`src/rtl/core/bootp_vendor_option_parser_assert.svh`:
```
// Assertion macros for the BOOTP vendor option parser.
`ifndef BOOTP_VENDOR_OPTION_PARSER_ASSERT_SVH
`define BOOTP_VENDOR_OPTION_PARSER_ASSERT_SVH
`ifndef SYNTHESIS
`define BVOP_ASSERT(lbl, clk_s, rst_s, prop, msg) \
  lbl: assert property (@(posedge clk_s) disable iff (rst_s) prop) else $error(msg);
`define BVOP_ASSERT_NORST(lbl, clk_s, prop, msg) \
  lbl: assert property (@(posedge clk_s) prop) else $error(msg);
`else
`define BVOP_ASSERT(lbl, clk_s, rst_s, prop, msg)
`define BVOP_ASSERT_NORST(lbl, clk_s, prop, msg)
`endif
`endif

```
`src/rtl/core/bvop_pkg.sv`:
```
package bvop_pkg;

  localparam int DEF_VENDOR_BYTES = 64;
  localparam int ADDR_BYTES       = 4;
  localparam int QUEUE_DEPTH      = 4;
  localparam int QPTR_W           = $clog2(QUEUE_DEPTH);
  localparam int QCNT_W           = $clog2(QUEUE_DEPTH + 1);

  localparam logic [31:0] MAGIC_COOKIE = 32'h6382_5363;
  localparam logic [7:0]  TAG_PAD      = 8'd0;
  localparam logic [7:0]  TAG_END      = 8'd255;
  localparam logic [7:0]  TAG_MASK     = 8'd1;
  localparam logic [7:0]  TAG_GATEWAY  = 8'd3;
  localparam logic [7:0]  TAG_TIME     = 8'd4;
  localparam logic [7:0]  TAG_NAME     = 8'd6;
  localparam logic [7:0]  TAG_PRINTER  = 8'd9;
  localparam logic [7:0]  TAG_FILE     = 8'd11;

  typedef enum logic [2:0] {
    KIND_MASK    = 3'd0,
    KIND_GATEWAY = 3'd1,
    KIND_TIME    = 3'd2,
    KIND_NAME    = 3'd3,
    KIND_FILE    = 3'd4,
    KIND_PRINTER = 3'd5,
    KIND_DONE    = 3'd6,
    KIND_BAD     = 3'd7
  } kind_t;

  // one queue entry: a result, optionally followed by a done result
  typedef struct packed {
    kind_t       kind;
    logic [31:0] address;
    logic        tail_done;
  } res_entry_t;

  typedef struct packed {
    logic full;
    logic empty;
  } q_stat_t;

  function automatic logic tag_known(input logic [7:0] tag);
    logic known;
    case (tag)
      TAG_MASK, TAG_GATEWAY, TAG_TIME, TAG_NAME, TAG_FILE, TAG_PRINTER: known = 1'b1;
      default: known = 1'b0;
    endcase
    return known;
  endfunction

  function automatic kind_t tag_kind(input logic [7:0] tag);
    kind_t k;
    case (tag)
      TAG_GATEWAY: k = KIND_GATEWAY;
      TAG_TIME:    k = KIND_TIME;
      TAG_NAME:    k = KIND_NAME;
      TAG_FILE:    k = KIND_FILE;
      TAG_PRINTER: k = KIND_PRINTER;
      default:     k = KIND_MASK;
    endcase
    return k;
  endfunction

endpackage

```
`src/rtl/core/bvop_front.sv`:
```
module bvop_front #(
  parameter int VENDOR_BYTES = bvop_pkg::DEF_VENDOR_BYTES
) (
  input  logic                 clk,
  input  logic                 rst,
  input  logic                 in_valid,
  output logic                 in_ready,
  input  logic [7:0]           byte_value,
  input  logic                 area_start,
  output logic                 q_push,
  output bvop_pkg::res_entry_t q_entry,
  input  bvop_pkg::q_stat_t    q_stat
);
  import bvop_pkg::*;

  localparam int OFF_W = $clog2(VENDOR_BYTES);

  typedef enum logic [5:0] {
    PH_IDLE   = 6'b000001,
    PH_COOKIE = 6'b000010,
    PH_TAG    = 6'b000100,
    PH_LEN    = 6'b001000,
    PH_BODY   = 6'b010000,
    PH_DONE   = 6'b100000
  } phase_t;

  phase_t           phase, phase_next, eff_phase;
  logic [OFF_W-1:0] area_offset, area_offset_next, pos;
  logic [31:0]      cookie_shift, cookie_shift_next;
  logic [7:0]       current_tag, current_tag_next;
  logic [7:0]       bytes_remaining, bytes_remaining_next;
  logic [31:0]      capture_word, capture_word_next;
  logic [2:0]       capture_count, capture_count_next;
  logic             take, active;
  logic             r0_valid, end_done;
  kind_t            r0_kind;
  logic [31:0]      r0_addr;

  assign in_ready = !q_stat.full;
  assign take     = in_valid && in_ready;

  always_comb begin
    phase_next           = phase;
    area_offset_next     = area_offset;
    cookie_shift_next    = cookie_shift;
    current_tag_next     = current_tag;
    bytes_remaining_next = bytes_remaining;
    capture_word_next    = capture_word;
    capture_count_next   = capture_count;
    r0_valid             = 1'b0;
    r0_kind              = KIND_DONE;
    r0_addr              = '0;
    end_done             = 1'b0;
    active    = area_start || (phase inside {PH_COOKIE, PH_TAG, PH_LEN, PH_BODY});
    eff_phase = area_start ? PH_COOKIE : phase;
    pos       = area_start ? '0 : area_offset;
    if (take && active) begin
      case (eff_phase)
        PH_COOKIE: begin
          cookie_shift_next = {cookie_shift[23:0], byte_value};
          if (pos >= OFF_W'(ADDR_BYTES - 1)) begin
            if (cookie_shift_next == MAGIC_COOKIE) begin
              phase_next = PH_TAG;
            end else begin
              r0_valid   = 1'b1;
              r0_kind    = KIND_BAD;
              phase_next = PH_DONE;
            end
          end else begin
            phase_next = PH_COOKIE;
          end
        end
        PH_TAG: begin
          if (byte_value == TAG_END) begin
            r0_valid   = 1'b1;
            r0_kind    = KIND_DONE;
            phase_next = PH_DONE;
          end else if (byte_value != TAG_PAD) begin
            current_tag_next = byte_value;
            phase_next       = PH_LEN;
          end
        end
        PH_LEN: begin
          capture_word_next = '0;
          if (current_tag == TAG_MASK) begin
            // mask ignores its length byte and takes the next four bytes
            bytes_remaining_next = 8'(ADDR_BYTES);
            capture_count_next   = '0;
            phase_next           = PH_BODY;
          end else begin
            bytes_remaining_next = byte_value;
            capture_count_next = (tag_known(current_tag) && byte_value >= 8'(ADDR_BYTES)) ?
                                 3'd0 : 3'(ADDR_BYTES);
            phase_next = (byte_value != 8'd0) ? PH_BODY : PH_TAG;
          end
        end
        PH_BODY: begin
          if (capture_count < 3'(ADDR_BYTES)) begin
            capture_word_next  = {capture_word[23:0], byte_value};
            capture_count_next = capture_count + 3'd1;
            if (capture_count_next == 3'(ADDR_BYTES) && tag_known(current_tag)) begin
              r0_valid = 1'b1;
              r0_kind  = (current_tag == TAG_MASK) ? KIND_MASK : tag_kind(current_tag);
              r0_addr  = capture_word_next;
            end
          end
          bytes_remaining_next = (bytes_remaining != 8'd0) ? bytes_remaining - 8'd1 : 8'd0;
          if (bytes_remaining_next == 8'd0) begin
            phase_next = PH_TAG;
          end
        end
        default: ;
      endcase
      area_offset_next = pos + OFF_W'(1);
      // last byte of the area closes the parse
      if (phase_next != PH_DONE && pos == OFF_W'(VENDOR_BYTES - 1)) begin
        end_done   = 1'b1;
        phase_next = PH_DONE;
      end
    end
  end

  assign q_push            = take && (r0_valid || end_done);
  assign q_entry.kind      = r0_valid ? r0_kind : KIND_DONE;
  assign q_entry.address   = r0_valid ? r0_addr : 32'd0;
  assign q_entry.tail_done = r0_valid && end_done;

  always_ff @(posedge clk) begin
    if (rst) begin
      phase       <= PH_IDLE;
      area_offset <= '0;
    end else begin
      phase       <= phase_next;
      area_offset <= area_offset_next;
    end
  end

  always_ff @(posedge clk) begin
    cookie_shift    <= cookie_shift_next;
    current_tag     <= current_tag_next;
    bytes_remaining <= bytes_remaining_next;
    capture_word    <= capture_word_next;
    capture_count   <= capture_count_next;
  end

endmodule

```
`src/rtl/core/bvop_queue.sv`:
```
module bvop_queue (
  input  logic                 clk,
  input  logic                 rst,
  input  logic                 push,
  input  bvop_pkg::res_entry_t push_entry,
  input  logic                 pop,
  output bvop_pkg::res_entry_t head,
  output bvop_pkg::q_stat_t    stat
);
  import bvop_pkg::*;

  res_entry_t        mem [QUEUE_DEPTH];
  logic [QPTR_W-1:0] wr_ptr, rd_ptr;
  logic [QCNT_W-1:0] count;
  logic              do_push, do_pop;

  assign stat.full  = (count == QCNT_W'(QUEUE_DEPTH));
  assign stat.empty = (count == '0);
  assign do_push    = push && !stat.full;
  assign do_pop     = pop && !stat.empty;
  assign head       = mem[rd_ptr];

  always_ff @(posedge clk) begin
    if (do_push) begin
      mem[wr_ptr] <= push_entry;
    end
  end

  always_ff @(posedge clk) begin
    if (rst) begin
      wr_ptr <= '0;
      rd_ptr <= '0;
      count  <= '0;
    end else begin
      if (do_push) begin
        wr_ptr <= (wr_ptr == QPTR_W'(QUEUE_DEPTH - 1)) ? '0 : wr_ptr + QPTR_W'(1);
      end
      if (do_pop) begin
        rd_ptr <= (rd_ptr == QPTR_W'(QUEUE_DEPTH - 1)) ? '0 : rd_ptr + QPTR_W'(1);
      end
      case ({do_push, do_pop})
        2'b10:   count <= count + QCNT_W'(1);
        2'b01:   count <= count - QCNT_W'(1);
        default: count <= count;
      endcase
    end
  end

endmodule

```
`src/rtl/core/bvop_back.sv`:
```
module bvop_back (
  input  logic                 clk,
  input  logic                 rst,
  input  bvop_pkg::res_entry_t q_head,
  input  bvop_pkg::q_stat_t    q_stat,
  output logic                 q_pop,
  output logic                 out_valid,
  input  logic                 out_ready,
  output bvop_pkg::kind_t      out_kind,
  output logic [31:0]          out_address,
  output logic                 out_last
);
  import bvop_pkg::*;

  logic load;
  logic pend_done;  // a trailing done result still owed

  assign load  = !out_valid || out_ready;
  assign q_pop = load && !pend_done && !q_stat.empty;

  always_ff @(posedge clk) begin
    if (rst) begin
      out_valid <= 1'b0;
      pend_done <= 1'b0;
    end else if (load) begin
      if (pend_done) begin
        out_valid <= 1'b1;
        pend_done <= 1'b0;
      end else if (!q_stat.empty) begin
        out_valid <= 1'b1;
        pend_done <= q_head.tail_done;
      end else begin
        out_valid <= 1'b0;
      end
    end
  end

  always_ff @(posedge clk) begin
    if (load) begin
      if (pend_done) begin
        out_kind    <= KIND_DONE;
        out_address <= 32'd0;
        out_last    <= 1'b1;
      end else if (!q_stat.empty) begin
        out_kind    <= q_head.kind;
        out_address <= q_head.address;
        out_last    <= !q_head.tail_done;
      end
    end
  end

endmodule

```
`src/rtl/core/bootp_vendor_option_parser.sv`:
```
// BOOTP vendor-area option parser. Feed the vendor area one byte per transfer,
// with s_tuser high on its first byte (the first magic cookie byte); that bit
// restarts the parse at any time. Bytes outside an area are dropped silently.
// After the cookie 99.130.83.99 the TLV options are walked: pad is skipped,
// end or the last byte of the area (VENDOR_BYTES) gives a done result, a bad
// cookie gives a bad-cookie result. Subnet mask always takes the four bytes
// after its length byte; gateway, time, name, resource-location and printer
// server options report their first four bytes as an address when their
// length is at least four. Results leave on the master side with the kind in
// m_tuser, the address (first byte most significant, zero for done and bad
// cookie) in m_tdata, and m_tlast on the last result caused by one byte.
// Rate: one byte per clock; the parser decides each byte in the cycle it is
// taken. Results go through a four-entry queue and then an output register,
// so a result is offered on the master side only after passing both, and the byte
// side stalls only when that queue is full. The output side sends one result per
// clock while m_tready is high; a byte that causes two results (an address and
// done) gives two result transfers, the done result second.
`include "bootp_vendor_option_parser_assert.svh"
module bootp_vendor_option_parser #(
  parameter int VENDOR_BYTES = bvop_pkg::DEF_VENDOR_BYTES
) (
  input  logic        clk,
  input  logic        rst,
  input  logic        s_tvalid,
  output logic        s_tready,
  input  logic [7:0]  s_tdata,   // [7:0] byte_value
  input  logic        s_tuser,   // [0] area_start
  output logic        m_tvalid,
  input  logic        m_tready,
  output logic [31:0] m_tdata,   // [31:0] address
  output logic [2:0]  m_tuser,   // [2:0] result_kind
  output logic        m_tlast    // last_of_run
);
  import bvop_pkg::*;

  logic       q_push, q_pop;
  res_entry_t q_entry, q_head;
  q_stat_t    q_stat;
  kind_t      out_kind;

  // front: per-byte parse state machine
  bvop_front #(
    .VENDOR_BYTES(VENDOR_BYTES)
  ) u_front (
    .clk        (clk),
    .rst        (rst),
    .in_valid   (s_tvalid),
    .in_ready   (s_tready),
    .byte_value (s_tdata),
    .area_start (s_tuser),
    .q_push     (q_push),
    .q_entry    (q_entry),
    .q_stat     (q_stat)
  );

  // result queue between parse and output
  bvop_queue u_queue (
    .clk        (clk),
    .rst        (rst),
    .push       (q_push),
    .push_entry (q_entry),
    .pop        (q_pop),
    .head       (q_head),
    .stat       (q_stat)
  );

  // back: splits an entry into one or two result transfers
  bvop_back u_back (
    .clk         (clk),
    .rst         (rst),
    .q_head      (q_head),
    .q_stat      (q_stat),
    .q_pop       (q_pop),
    .out_valid   (m_tvalid),
    .out_ready   (m_tready),
    .out_kind    (out_kind),
    .out_address (m_tdata),
    .out_last    (m_tlast)
  );

  assign m_tuser = 3'(out_kind);

  `BVOP_ASSERT(a_push_room, clk, rst, q_push |-> !q_stat.full, "result pushed into a full queue")
  `BVOP_ASSERT_NORST(a_rst_quiet, clk, rst |=> !m_tvalid, "result offered right after reset")
  `BVOP_ASSERT(a_done_zero, clk, rst, (m_tvalid && (out_kind == KIND_DONE)) |-> (m_tdata == 32'd0), "done result with nonzero address")
  `BVOP_ASSERT(a_bad_last, clk, rst, (m_tvalid && (out_kind == KIND_BAD)) |-> (m_tlast && (m_tdata == 32'd0)), "bad cookie result not alone or nonzero")

endmodule
```
`config.mk`:
```
export PLATFORM = sky130hd
export DESIGN_NAME = bootp_vendor_option_parser
export DESIGN_NICKNAME = d
export VERILOG_FILES = /design/src/rtl/core/bvop_pkg.sv /design/src/rtl/core/bvop_front.sv /design/src/rtl/core/bvop_queue.sv /design/src/rtl/core/bvop_back.sv /design/src/rtl/core/bootp_vendor_option_parser.sv
export VERILOG_INCLUDE_DIRS = /design/src /design/src/rtl/core
export SDC_FILE = /design/constraint.sdc
export NUM_CORES = 1
export LEC_CHECK = 0
export BUFFER_PORTS_ARGS = -buffer_cell sky130_fd_sc_hd__buf_2
export CAP_MARGIN = 20
export CORE_ASPECT_RATIO = 0.5
export CORE_MARGIN = 2
export CORE_UTILIZATION = 58
export DETAILED_ROUTE_END_ITERATION = 8
export PLACE_DENSITY = 0.83
export SETUP_SLACK_MARGIN = 0.1
export SYNTH_ARGS = -nofsm -noshare
export SYNTH_HDL_FRONTEND = slang
export SYNTH_SLANG_ARGS = --single-unit
```
`constraint.sdc`:
```
create_clock -name clk -period 5.5 [get_ports clk]
set_clock_uncertainty 0.15 [all_clocks]
set_input_delay 0.825 -clock clk [delete_from_list [all_inputs] [get_ports clk]]
set_output_delay 0.825 -clock clk [all_outputs]
set_load 0.02 [all_outputs]
```
==> impl_metrics.yaml, run 1 <==
final_layout:
  area.growth.synth_to_final_pct: 12.18
  final_cell_mix: "247 x edfxtp_1, 51 x buf_2, 37 x and2_1, 36 x nor2b_1, 36 x mux4_2"
  final_common_cell: "edfxtp_1"
  drive_above_1_share_pct: 20.91
  final_area_um2: 12160
  antenna_cells: 0
  layout.nets: 735
floorplanning:
  start_util_pct: 59.08
  die_h_um: 100.7
  dieArea_um2: 19870
  core_um2: 18350
  die_w_um: 197.3
  io_pins: 51
  rows: 35
routing:
  antenna_left: 0
  vias: 5829
  drt_pass1_iterations: 5
  vias_per_cell: 6.028
  routed_wl_um: 20060
  routedWlPerCell_um: 20.75
  drc: 0
  first_iter_violations: 623
synth:
  synth_mux_area_share_pct: 7.895
  synthSimpleGateAreaFrac_pct: 11.67
  syn-instance-count: 650
  seq_area_frac_synth_pct: 72.67
  syn_nets: 674
  yosysWarningCount: 0
  synth_fa_ha_area_share_pct: 1.431
  synth_xor_area_share_pct: 0.6464
  synth_edf_count: 247
  synth_compound_area_share_pct: 4.155
  synth-async-reset-ratio_pct: 0
  synth_top_flop_cell: "edfxtp_1"
  synth_top_family_by_area: "simple AND/OR/NAND/NOR gates"
  avgSynthCellArea_um2: 16.68
  ys_seq_elements: 270
  synth_area_um2: 10840
  synth_cell_types: 61
clock_tree:
  insertion_delay_ns: 0.52
  cts_max_path_buffers: 3
  cts.hold.buffers_added: 0
  post_cts_buffers: 0
  h-tree-depth: 1
  cts_buffers: 23
  cts_resized: 0
  cts_sinks: 270
  path_clk_slew_ns: 0.06
  cts_tree: "yes"
  cts-root-buf: "clkbuf_16"
critical_path:
  crit_arrival_ns: 4.25
  critical_path_class: "in2reg"
  critPathLaunchType: "input pin"
  crit_required_ns: 5.78
  setup.worst_path.end_class: "flip-flop"
  critical_path_peak_fanout: 19
placement:
  dpl.hpwl_um: 12070
  place.gp.congestion: 0.9234
  placed_cell_area_um2: 11400
  port_buffers: 50
timing:
  worst-slew-pin-transition_ns: 0.9880
  slew-limit-headroom_pct: 34.04
  fmax_mhz: 252.0
  period_share_pct: 72.14
  final_max_slew_viol_count: 0
  rsz0062_at_grt: "no"
  period_needed_ns: 3.968
  totalNegativeSetupSlack_ns: 0
  finalSetupViolCount: 0
  final_hold_viol_count: 0
grt:
  antenna_found_initial: 0
  globalRouteTotalUtil_pct: 21.03
  grt_remaining_overflow: 0
  grt_pass1_wl_um: 31930
  grt_pass1_vias: 5691
  grt_max_degree: 39
outcome:
  outcome: "complete, no violations"
hold_path:
  holdCritPathClass: "reg2reg"
power_and_ir_drop:
  p_leak_nw: 4.478
  power_density_nw_per_um2: 399.6
  ir_drop_v: 0.0002418
flow_run:
  drv_cap: 0
==> worst max-delay path, cell delays in order <==
cell and delay, ns:
buf_2 0.20, nor4_2 0.73, a41oi_1 0.25, a211o_1 0.38
o31ai_4 0.36, a21oi_4 0.14, inv_1 0.09, ha_1 0.18
inv_1 0.08, fa_1 0.42, xor2_1 0.16, or3_1 0.30
a21oi_1 0.14
==> stage by stage <==
stage	setup slack [ns]	hold WS [ns]	instances	utilization [%]	total power, mW
after floorplan	0.5576	0.2676	650	-	3.034
after global placement	1.223	0.2727	924	62.09	3.247
after detailed placement	1.042	0.2808	925	62.12	3.273
after CTS	1.555	0.2959	966	66.12	4.863
after global routing	1.313	0.3196	967	66.27	5.043
final	1.532	0.2939	967	66.27	4.859
==> registers in the layout (all words and copies together), names as in the netlist, 2 cells and up, named ones only <==
name,flops
u_queue.count,3
u_front.phase,6
u_back.out_kind,3
u_front.current_tag,8
u_queue.mem,144
u_front.cookie_shift,24
u_front.capture_word,24
u_front.area_offset,6
u_back.out_address,32
u_front.bytes_remaining,8
u_front.capture_count,3
u_queue.rd_ptr,2
u_queue.wr_ptr,2
==> synthesized netlist by cell type (2+ instances only) <==
| cell | n | area (µm²) |
|---|---|---|
| inv_1 | 14 | 52.55 |
| or2_2 | 2 | 12.51 |
| a31oi_1 | 3 | 18.77 |
| or4_4 | 2 | 22.52 |
| nand2b_1 | 6 | 37.54 |
| nand2_1 | 16 | 60.06 |
| nor2_1 | 31 | 116.4 |
| mux4_2 | 36 | 810.8 |
| buf_1 | 4 | 15.01 |
| and2_1 | 37 | 231.5 |
| nor4b_1 | 4 | 35.03 |
| nor2b_1 | 36 | 225.2 |
| or4_1 | 6 | 45.04 |
| nor3_1 | 9 | 45.04 |
| or4b_1 | 2 | 20.02 |
| a22oi_1 | 4 | 30.03 |
| nand4_1 | 4 | 25.02 |
| o21ai_0 | 20 | 100.1 |
| mux2i_1 | 3 | 30.03 |
| edfxtp_1 | 247 | 7417 |
| or3_1 | 2 | 12.51 |
| xnor2_1 | 4 | 35.03 |
| o22ai_1 | 2 | 12.51 |
| ha_1 | 10 | 125.1 |
| buf_2 | 4 | 20.02 |
| a21oi_1 | 19 | 95.09 |
| nand3_1 | 10 | 50.05 |
| xor2_1 | 4 | 35.03 |
| a211o_1 | 3 | 26.28 |
| and3_1 | 27 | 168.9 |
| o31ai_1 | 2 | 15.01 |
| a21o_1 | 2 | 15.01 |
| nor4_1 | 4 | 25.02 |
| clkbuf_1 | 21 | 78.83 |
| nand3b_1 | 2 | 15.01 |
| dfxtp_1 | 23 | 460.4 |
==> metal layers <==
metal,wire (µm),share of wire [%],up-vias,GRT usage [%]
li1,-,-,2644,-
met1,8832,44,2955,30.48
met2,9639,48,202,34.21
met3,1311,6.5,28,3.914
met4,277,1.4,0,4.222
met5,0,0,-,0
==> power by group <==
part	total (mW)	switching [mW]	internal, mW
logic	0.732	0.482	0.250
registers	2.53	0.0867	2.44
clock network	1.60	0.687	0.911
==> logic make-up after synthesis <==
logic type | Yosys count
compound gates | 68
xor+xnor | 8
fa+ha+maj | 12
buf+inv | 43
flops | 270
mux | 40
simple gates | 209
==> final cells by class <==
class	count	area (µm²)
fill	1184	6188
sequential	270	7879
timing repair buffer	65	380.4
multi-input combinational	337	2814
inverter	14	52.55
clock inverter	13	140.1
tap	240	300.3
clock buffer	28	594.3
==> path summary, 6_finish.rpt <==
check | endpoint | start | depth (start not counted) | slack, ns
setup / recovery | u_queue.count[2]$_SDFFE_PP0P_ | s_tuser | 13 | 1.53
hold / removal | u_front.cookie_shift[8]$_DFFE_PP_ | u_front.cookie_shift[0]$_DFFE_PP_ | 0 | 0.29
setup reg to reg | u_queue.count[2]$_SDFFE_PP0P_ | u_front.current_tag[5]$_DFFE_PP_ | 13 | 1.58
hold reg to reg | u_front.cookie_shift[8]$_DFFE_PP_ | u_front.cookie_shift[0]$_DFFE_PP_ | 0 | 0.29
No activity file was read; power rests on OpenSTA's default activity.
==> inputs of run 2 (changes only) <==
ABC_AREA = 1   (was default)
CORE_UTILIZATION = 55   (was 58)
PLACE_DENSITY = 0.82   (was 0.83)
clock period = 3.41 ns   (was 5.5 ns; I/O delays follow)
==> run 2 against run 1 <==
Sequential power increased by 64%. Design area increased by 5.7%. Largest power group unchanged. Clock power rose by 72%. Worst setup slack worse by 1.3 ns. Routed wire length is 15% higher. Die area rose by 8.2%. Critical endpoint unchanged. Critical path type is now reg2reg. First-iteration DRC count shrank 2.2%. Area after synthesis rose by 2.8%. Final cell count increased by 38%.
==> impl_metrics.yaml, run 2 <==
synth:
  synth_edf_count: 247
  avgSynthCellArea_um2: 11.49
  seq_area_frac_synth_pct: 70.66
  synth_area_um2: 11150
  syn-instance-count: 970
  synth_top_area_share_pct: 66.53
  syn_nets: 994
  synth_top_flop_cell: "edfxtp_1"
  yosysMostFrequentCell: "edfxtp_1"
  synthTopCellsByCount: "247 x edfxtp_1, 224 x nor2_1, 92 x o21ai_0, 87 x nand2_1, 79 x inv_1"
  synth_cell_types: 34
  synth_top_area_cell: "edfxtp_1"
  synth_area_leaders: "edfxtp_1 67%, nor2_1 7.5%, dfxtp_1 4.1%, o21ai_0 4.1%, nand2_1 2.9%"
  ys_seq_elements: 270
  synth-async-reset-ratio_pct: 0
  yosysWarningCount: 0
floorplanning:
  start_util_pct: 56.64
  core_um2: 19680
  die_w_um: 205.3
  rows: 36
  dieArea_um2: 21490
  io_pins: 51
  die_h_um: 104.7
routing:
  vias: 7452
  drt_pass1_iterations: 7
  antenna_left: 0
  vias_per_cell: 5.582
  drc: 0
  routedWlPerCell_um: 17.21
  first_iter_violations: 609
  routed_wl_um: 22980
final_layout:
  antenna_cells: 0
  seq_area_um2: 7879
  reg_top3: "u_queue.mem: 144 flops, u_back.out_address: 32 flops"
  final_common_cell: "edfxtp_1"
  fillers: 1390
  largest_register: "u_queue.mem"
  final_area_um2: 12850
  largest_reg_flops: 144
  final_cell_mix: "247 x edfxtp_1, 214 x nor2_1, 90 x o21ai_0, 79 x nand2_1, 78 x inv_1"
  utilization_pct: 65.29
  layout.nets: 1075
  drive_above_1_share_pct: 18.05
  multiInputGateArea_um2: 2854
  area.growth.synth_to_final_pct: 15.28
clock_tree:
  path_clk_slew_ns: 0.07
  h-tree-depth: 1
  cts_buffers: 24
  insertion_delay_ns: 0.52
  cts_tree: "yes"
  cts_max_path_buffers: 3
  cts.hold.buffers_added: 0
  cts_sinks: 270
  cts-root-buf: "clkbuf_16"
timing:
  period_needed_ns: 3.211
  slew-limit-headroom_pct: 38.98
  final_max_slew_viol_count: 0
  rsz0062_at_grt: "yes"
  final_hold_viol_count: 0
  hold_ws_ns: 0.04578
  fmax_mhz: 311.4
  finalSetupViolCount: 0
  worst-slew-pin-transition_ns: 0.9139
  period_share_pct: 94.17
power_and_ir_drop:
  ir_drop_v: 0.0003986
  p_leak_nw: 4.858
  power_density_nw_per_um2: 687.5
outcome:
  outcome: "complete, no violations"
critical_path:
  crit_family: "simple AND/OR/NAND/NOR gates"
  crit_arrival_ns: 3.47
  cpMostUsedCell: "nand2_2"
  critical_path_peak_fanout: 7
  critPathLaunchType: "flip-flop"
  setup.worst_path.end_class: "flip-flop"
  max_stage_delay_ns: 0.39
  critical_path_class: "reg2reg"
  crit_required_ns: 3.67
  crit_chain: "inv_1 > ha_2 > nand2_2 > nor2_4 > nand2_4 > nand3_2 > nand2_2 > nor2_2 > nand3_1 > nand2_1 > nand2_2 > nor2_2 > nand4_1 > nand3_2 > nand2_2 > inv_2 > ha_2 > inv_2 > fa_2 > a21oi_2 > o21ai_1 > o21ai_1 > a21oi_1"
  crit_slowest_cell: "edfxtp_1"
  path_buf_inv: 3
placement:
  dpl.hpwl_um: 13630
  place.gp.congestion: 0.9443
  placed_cell_area_um2: 11940
  port_buffers: 50
grt:
  grt_pass1_wl_um: 35960
  grt_pass1_vias: 7176
  grt_max_degree: 73
  globalRouteTotalUtil_pct: 21.42
  antenna_found_initial: 0
  grt_remaining_overflow: 0
hold_path:
  holdCritPathClass: "in2reg"
flow_run:
  drv_cap: 0
run 2: changes by cell type after synthesis, moves of 11 or more:
cell / delta
nor3_2: +21
o21ai_0: +72
nand2_1: +71
a21oi_1: +34
nand3_1: +17
inv_1: +65
and2_1: -36
mux4_2: -36
nor2_1: +193
inv_2: +11
nor2b_1: -36
and3_1: -27
run 2: cell families (layout without fill, tap and decap cells):
kind of cell,count (synthesis),count (layout),share of synthesized area (%)
XOR/XNOR,6,6,0.4715
adder cells (fa/ha/maj),11,11,1.302
buffers and inverters,131,230,4.523
AO/OA/AOI/OAI,162,162,7.598
AND/OR/NAND/NOR,390,390,15.44
flip-flops,270,270,70.66
run 2: per-layer routing:
metal / vias up / wire length [µm] / track usage, %
li1: 3504 / - / -
met1: 3585 / 9345 / 28.52
met2: 315 / 11210 / 36.37
met3: 48 / 1941 / 3.868
met4: 0 / 482 / 6.115
met5: - / 0 / 0
run 2: worst paths after layout:
check | start | endpoint | depth (start not counted) | slack, ns
max | u_front.bytes_remaining[1]$_DFFE_PP_ | u_queue.count[2]$_SDFFE_PP0P_ | 23 | 0.20
min | s_tdata[6] | u_front.current_tag[6]$_DFFE_PP_ | 1 | 0.05
max reg2reg | u_front.bytes_remaining[1]$_DFFE_PP_ | u_queue.count[2]$_SDFFE_PP0P_ | 23 | 0.20
min reg2reg | u_front.cookie_shift[2]$_DFFE_PP_ | u_front.cookie_shift[10]$_DFFE_PP_ | 0 | 0.30
run 2: where the power goes:
part           total [mW]  switching [mW]  internal [mW]
registers            4.14          0.0972           4.05
logic                1.94            1.38          0.562
clock network        2.75            1.18           1.57
run 2: cell type report:
type                       count  share of cell area (%)
clock buffer                  27                   4.926
tap                          266                   2.590
clock inverter                17                   1.344
inverter                      91                   2.658
timing repair buffer          95                   4.965
sequential                   270                   61.31
multi-input combinational    569                   22.21
run 2: per-stage QoR:
stage / instances / power (mW) / TNS, ns / setup WS (ns)
3_5_place_dp: 1286 / 6.132 / -0.01947 / -0.01947
4_1_cts: 1330 / 8.862 / 0 / 0.1100
6_report: 1335 / 8.835 / 0 / 0.1989
2_1_floorplan: 970 / 5.507 / 0 / 0.01303
3_3_place_gp: 1286 / 6.059 / 0 / 0.1013
5_1_grt: 1335 / 9.216 / -0.06084 / -0.06084
run 2: timing repair:
| item | in CTS | in global routing |
|---|---|---|
| gates resized for setup | 3 | 21 |
| buffers inserted | 0 | 5 |
| endpoints found under the setup margin | 1 | 2 |
| pin swaps | 0 | 13 |
==> inputs of run 3 (changes only) <==
MAX_ROUTING_LAYER = met4   (was default)
==> run 3 against run 2 <==
Highest routed layer unchanged. First-iteration DRC count is 24% higher. Critical path depth unchanged. Maximum frequency shrank 1.0%. Clock power shrank 7%. Sequential share of layout area up 0.25 points. Hold slack lost 0.00065 ns. Critical endpoint unchanged. Worst setup slack got worse by 0.032 ns. Combinational power grew 4%. Critical path type unchanged. Sequential power hardly changed. Power decreased by 1.4%. Global-route usage rose by 0.79 points.
==> impl_metrics.yaml, run 3 (same netlist as run 2, synthesis figures left out) <==
outcome:
  outcome: "complete, no violations"
routing:
  routed_wl_um: 23250
  first_iter_violations: 756
  vias: 7411
  routedWlPerCell_um: 17.45
  drt_pass1_iterations: 5
  drc: 0
  vias_per_cell: 5.564
  antenna_left: 0
timing:
  setup_ws_ns: 0.1666
  period_share_pct: 95.12
  rsz0062_at_grt: "yes"
  period_needed_ns: 3.243
  totalNegativeSetupSlack_ns: 0
  hold_ws_ns: 0.04513
  worst-slew-pin-transition_ns: 0.8294
  finalSetupViolCount: 0
  final_max_slew_viol_count: 0
  final_hold_viol_count: 0
  fmax_mhz: 308.3
  slew-limit-headroom_pct: 44.50
floorplanning:
  die_w_um: 205.3
  dieArea_um2: 21490
  core_um2: 19680
  start_util_pct: 56.64
  rows: 36
  die_h_um: 104.7
  io_pins: 51
critical_path:
  critical_path_class: "reg2reg"
  setup.worst_path.end_class: "flip-flop"
  ff2ff_path_depth: 23
  critical_path_peak_fanout: 3
  critPathLaunchType: "flip-flop"
  crit_start: "u_front.bytes_remaining[1]$_DFFE_PP_"
  crit_required_ns: 3.67
  r2r-start: "u_front.bytes_remaining[1]$_DFFE_PP_"
  crit_arrival_ns: 3.50
final_layout:
  final_common_cell: "edfxtp_1"
  largest_register: "u_queue.mem"
  area.growth.synth_to_final_pct: 14.80
  fillers: 1359
  reg_top3: "u_queue.mem: 144 flops, u_back.out_address: 32 flops"
  drive_above_1_share_pct: 17.45
  antenna_cells: 0
  final_area_um2: 12800
  final_cells: 1332
  final_cell_mix: "247 x edfxtp_1, 215 x nor2_1, 90 x o21ai_0, 78 x inv_1, 78 x nand2_1"
  largest_reg_flops: 144
  layout.nets: 1073
flow_run:
  drv_cap: 0
hold_path:
  holdCritStartpoint: "s_tdata[5]"
  worst_hold_path.num_cells: 1
  holdCritPathClass: "in2reg"
placement:
  port_buffers: 50
  dpl.hpwl_um: 13430
  place_ws_ns: 0.02661
  placed_cell_area_um2: 11930
  place.gp.congestion: 0.9513
  place_inst: 1284
clock_tree:
  cts_buffers: 23
  cts.hold.buffers_added: 0
  cts_tree: "yes"
  cts_sinks: 270
  insertion_delay_ns: 0.53
  h-tree-depth: 1
  path_clk_slew_ns: 0.06
  cts-root-buf: "clkbuf_16"
  cts_max_path_buffers: 3
power_and_ir_drop:
  ir_drop_v: 0.0003992
  power_density_nw_per_um2: 680.7
  p_leak_nw: 4.832
grt:
  grt_pass1_vias: 7050
  grt_pass1_wl_um: 36210
  grt_max_degree: 73
  grt_remaining_overflow: 0
  globalRouteTotalUtil_pct: 22.21
  antenna_found_initial: 0
-- run 3: routing by layer --
metal | wire (µm) | GRT usage [%]
met5 | 0 | -
met4 | 501 | 5.807
met3 | 1752 | 3.899
met2 | 11110 | 35.38
met1 | 9887 | 29.91
-- run 3: final cells by class --
class / instances / area [µm²] / share of cell area, %
sequential: 270 / 7879 / 61.56
tap: 266 / 332.8 / 2.600
multi-input combinational: 569 / 2872 / 22.44
clock inverter: 12 / 118.9 / 0.9287
inverter: 91 / 344.1 / 2.688
timing repair buffer: 94 / 650.6 / 5.084
clock buffer: 30 / 601.8 / 4.702
-- run 3: what timing repair did --
action / 4_1_cts / 5_1_grt
gates resized for setup: 3 / 24
setup buffers: 0 / 5
endpoints found under the setup margin: 1 / 2
pin swaps: 3 / 16
-- run 3: worst paths after layout --
path,to,slack [ns]
hold / removal,u_front.cookie_shift[5]$_DFFE_PP_,0.05
setup / recovery,u_queue.count[2]$_SDFFE_PP0P_,0.17
hold reg to reg,u_front.cookie_shift[23]$_DFFE_PP_,0.30
setup reg to reg,u_queue.count[2]$_SDFFE_PP0P_,0.17
-- run 3: worst max-delay path: stages (launching register included) --
cell      delay [ns]
edfxtp_1        0.40
inv_1           0.08
ha_2            0.18
nand2_2         0.07
nor2_4          0.16
nand2_1         0.12
nand3_4         0.10
nand2_1         0.06
nor2_1          0.12
nand3_1         0.09
nand2_1         0.08
nand2_1         0.06
nor2_2          0.12
nand4_1         0.13
nand3_1         0.12
nand2_1         0.08
inv_2           0.08
ha_4            0.14
inv_4           0.04
fa_2            0.35
a21oi_2         0.13
o21ai_1         0.09
o21ai_1         0.13
a21oi_1         0.05
-- run 3: power breakdown --
| group | internal, mW | switching [mW] | leakage (nW) | total [mW] |
|---|---|---|---|---|
| combinational | 0.599 | 1.41 | 1.67 | 2.01 |
| sequential | 4.05 | 0.0964 | 2.81 | 4.14 |
| clock | 1.41 | 1.15 | 0.353 | 2.56 |
| total | 6.05 | 2.66 | 4.83 | 8.71 |
-- run 3: metrics by stage --
step	utilization, %	power, mW
2_1_floorplan	-	5.507
3_3_place_gp	60.60	6.042
3_5_place_dp	60.60	6.120
4_1_cts	64.29	8.643
5_1_grt	65.02	9.109
6_report	65.02	8.712
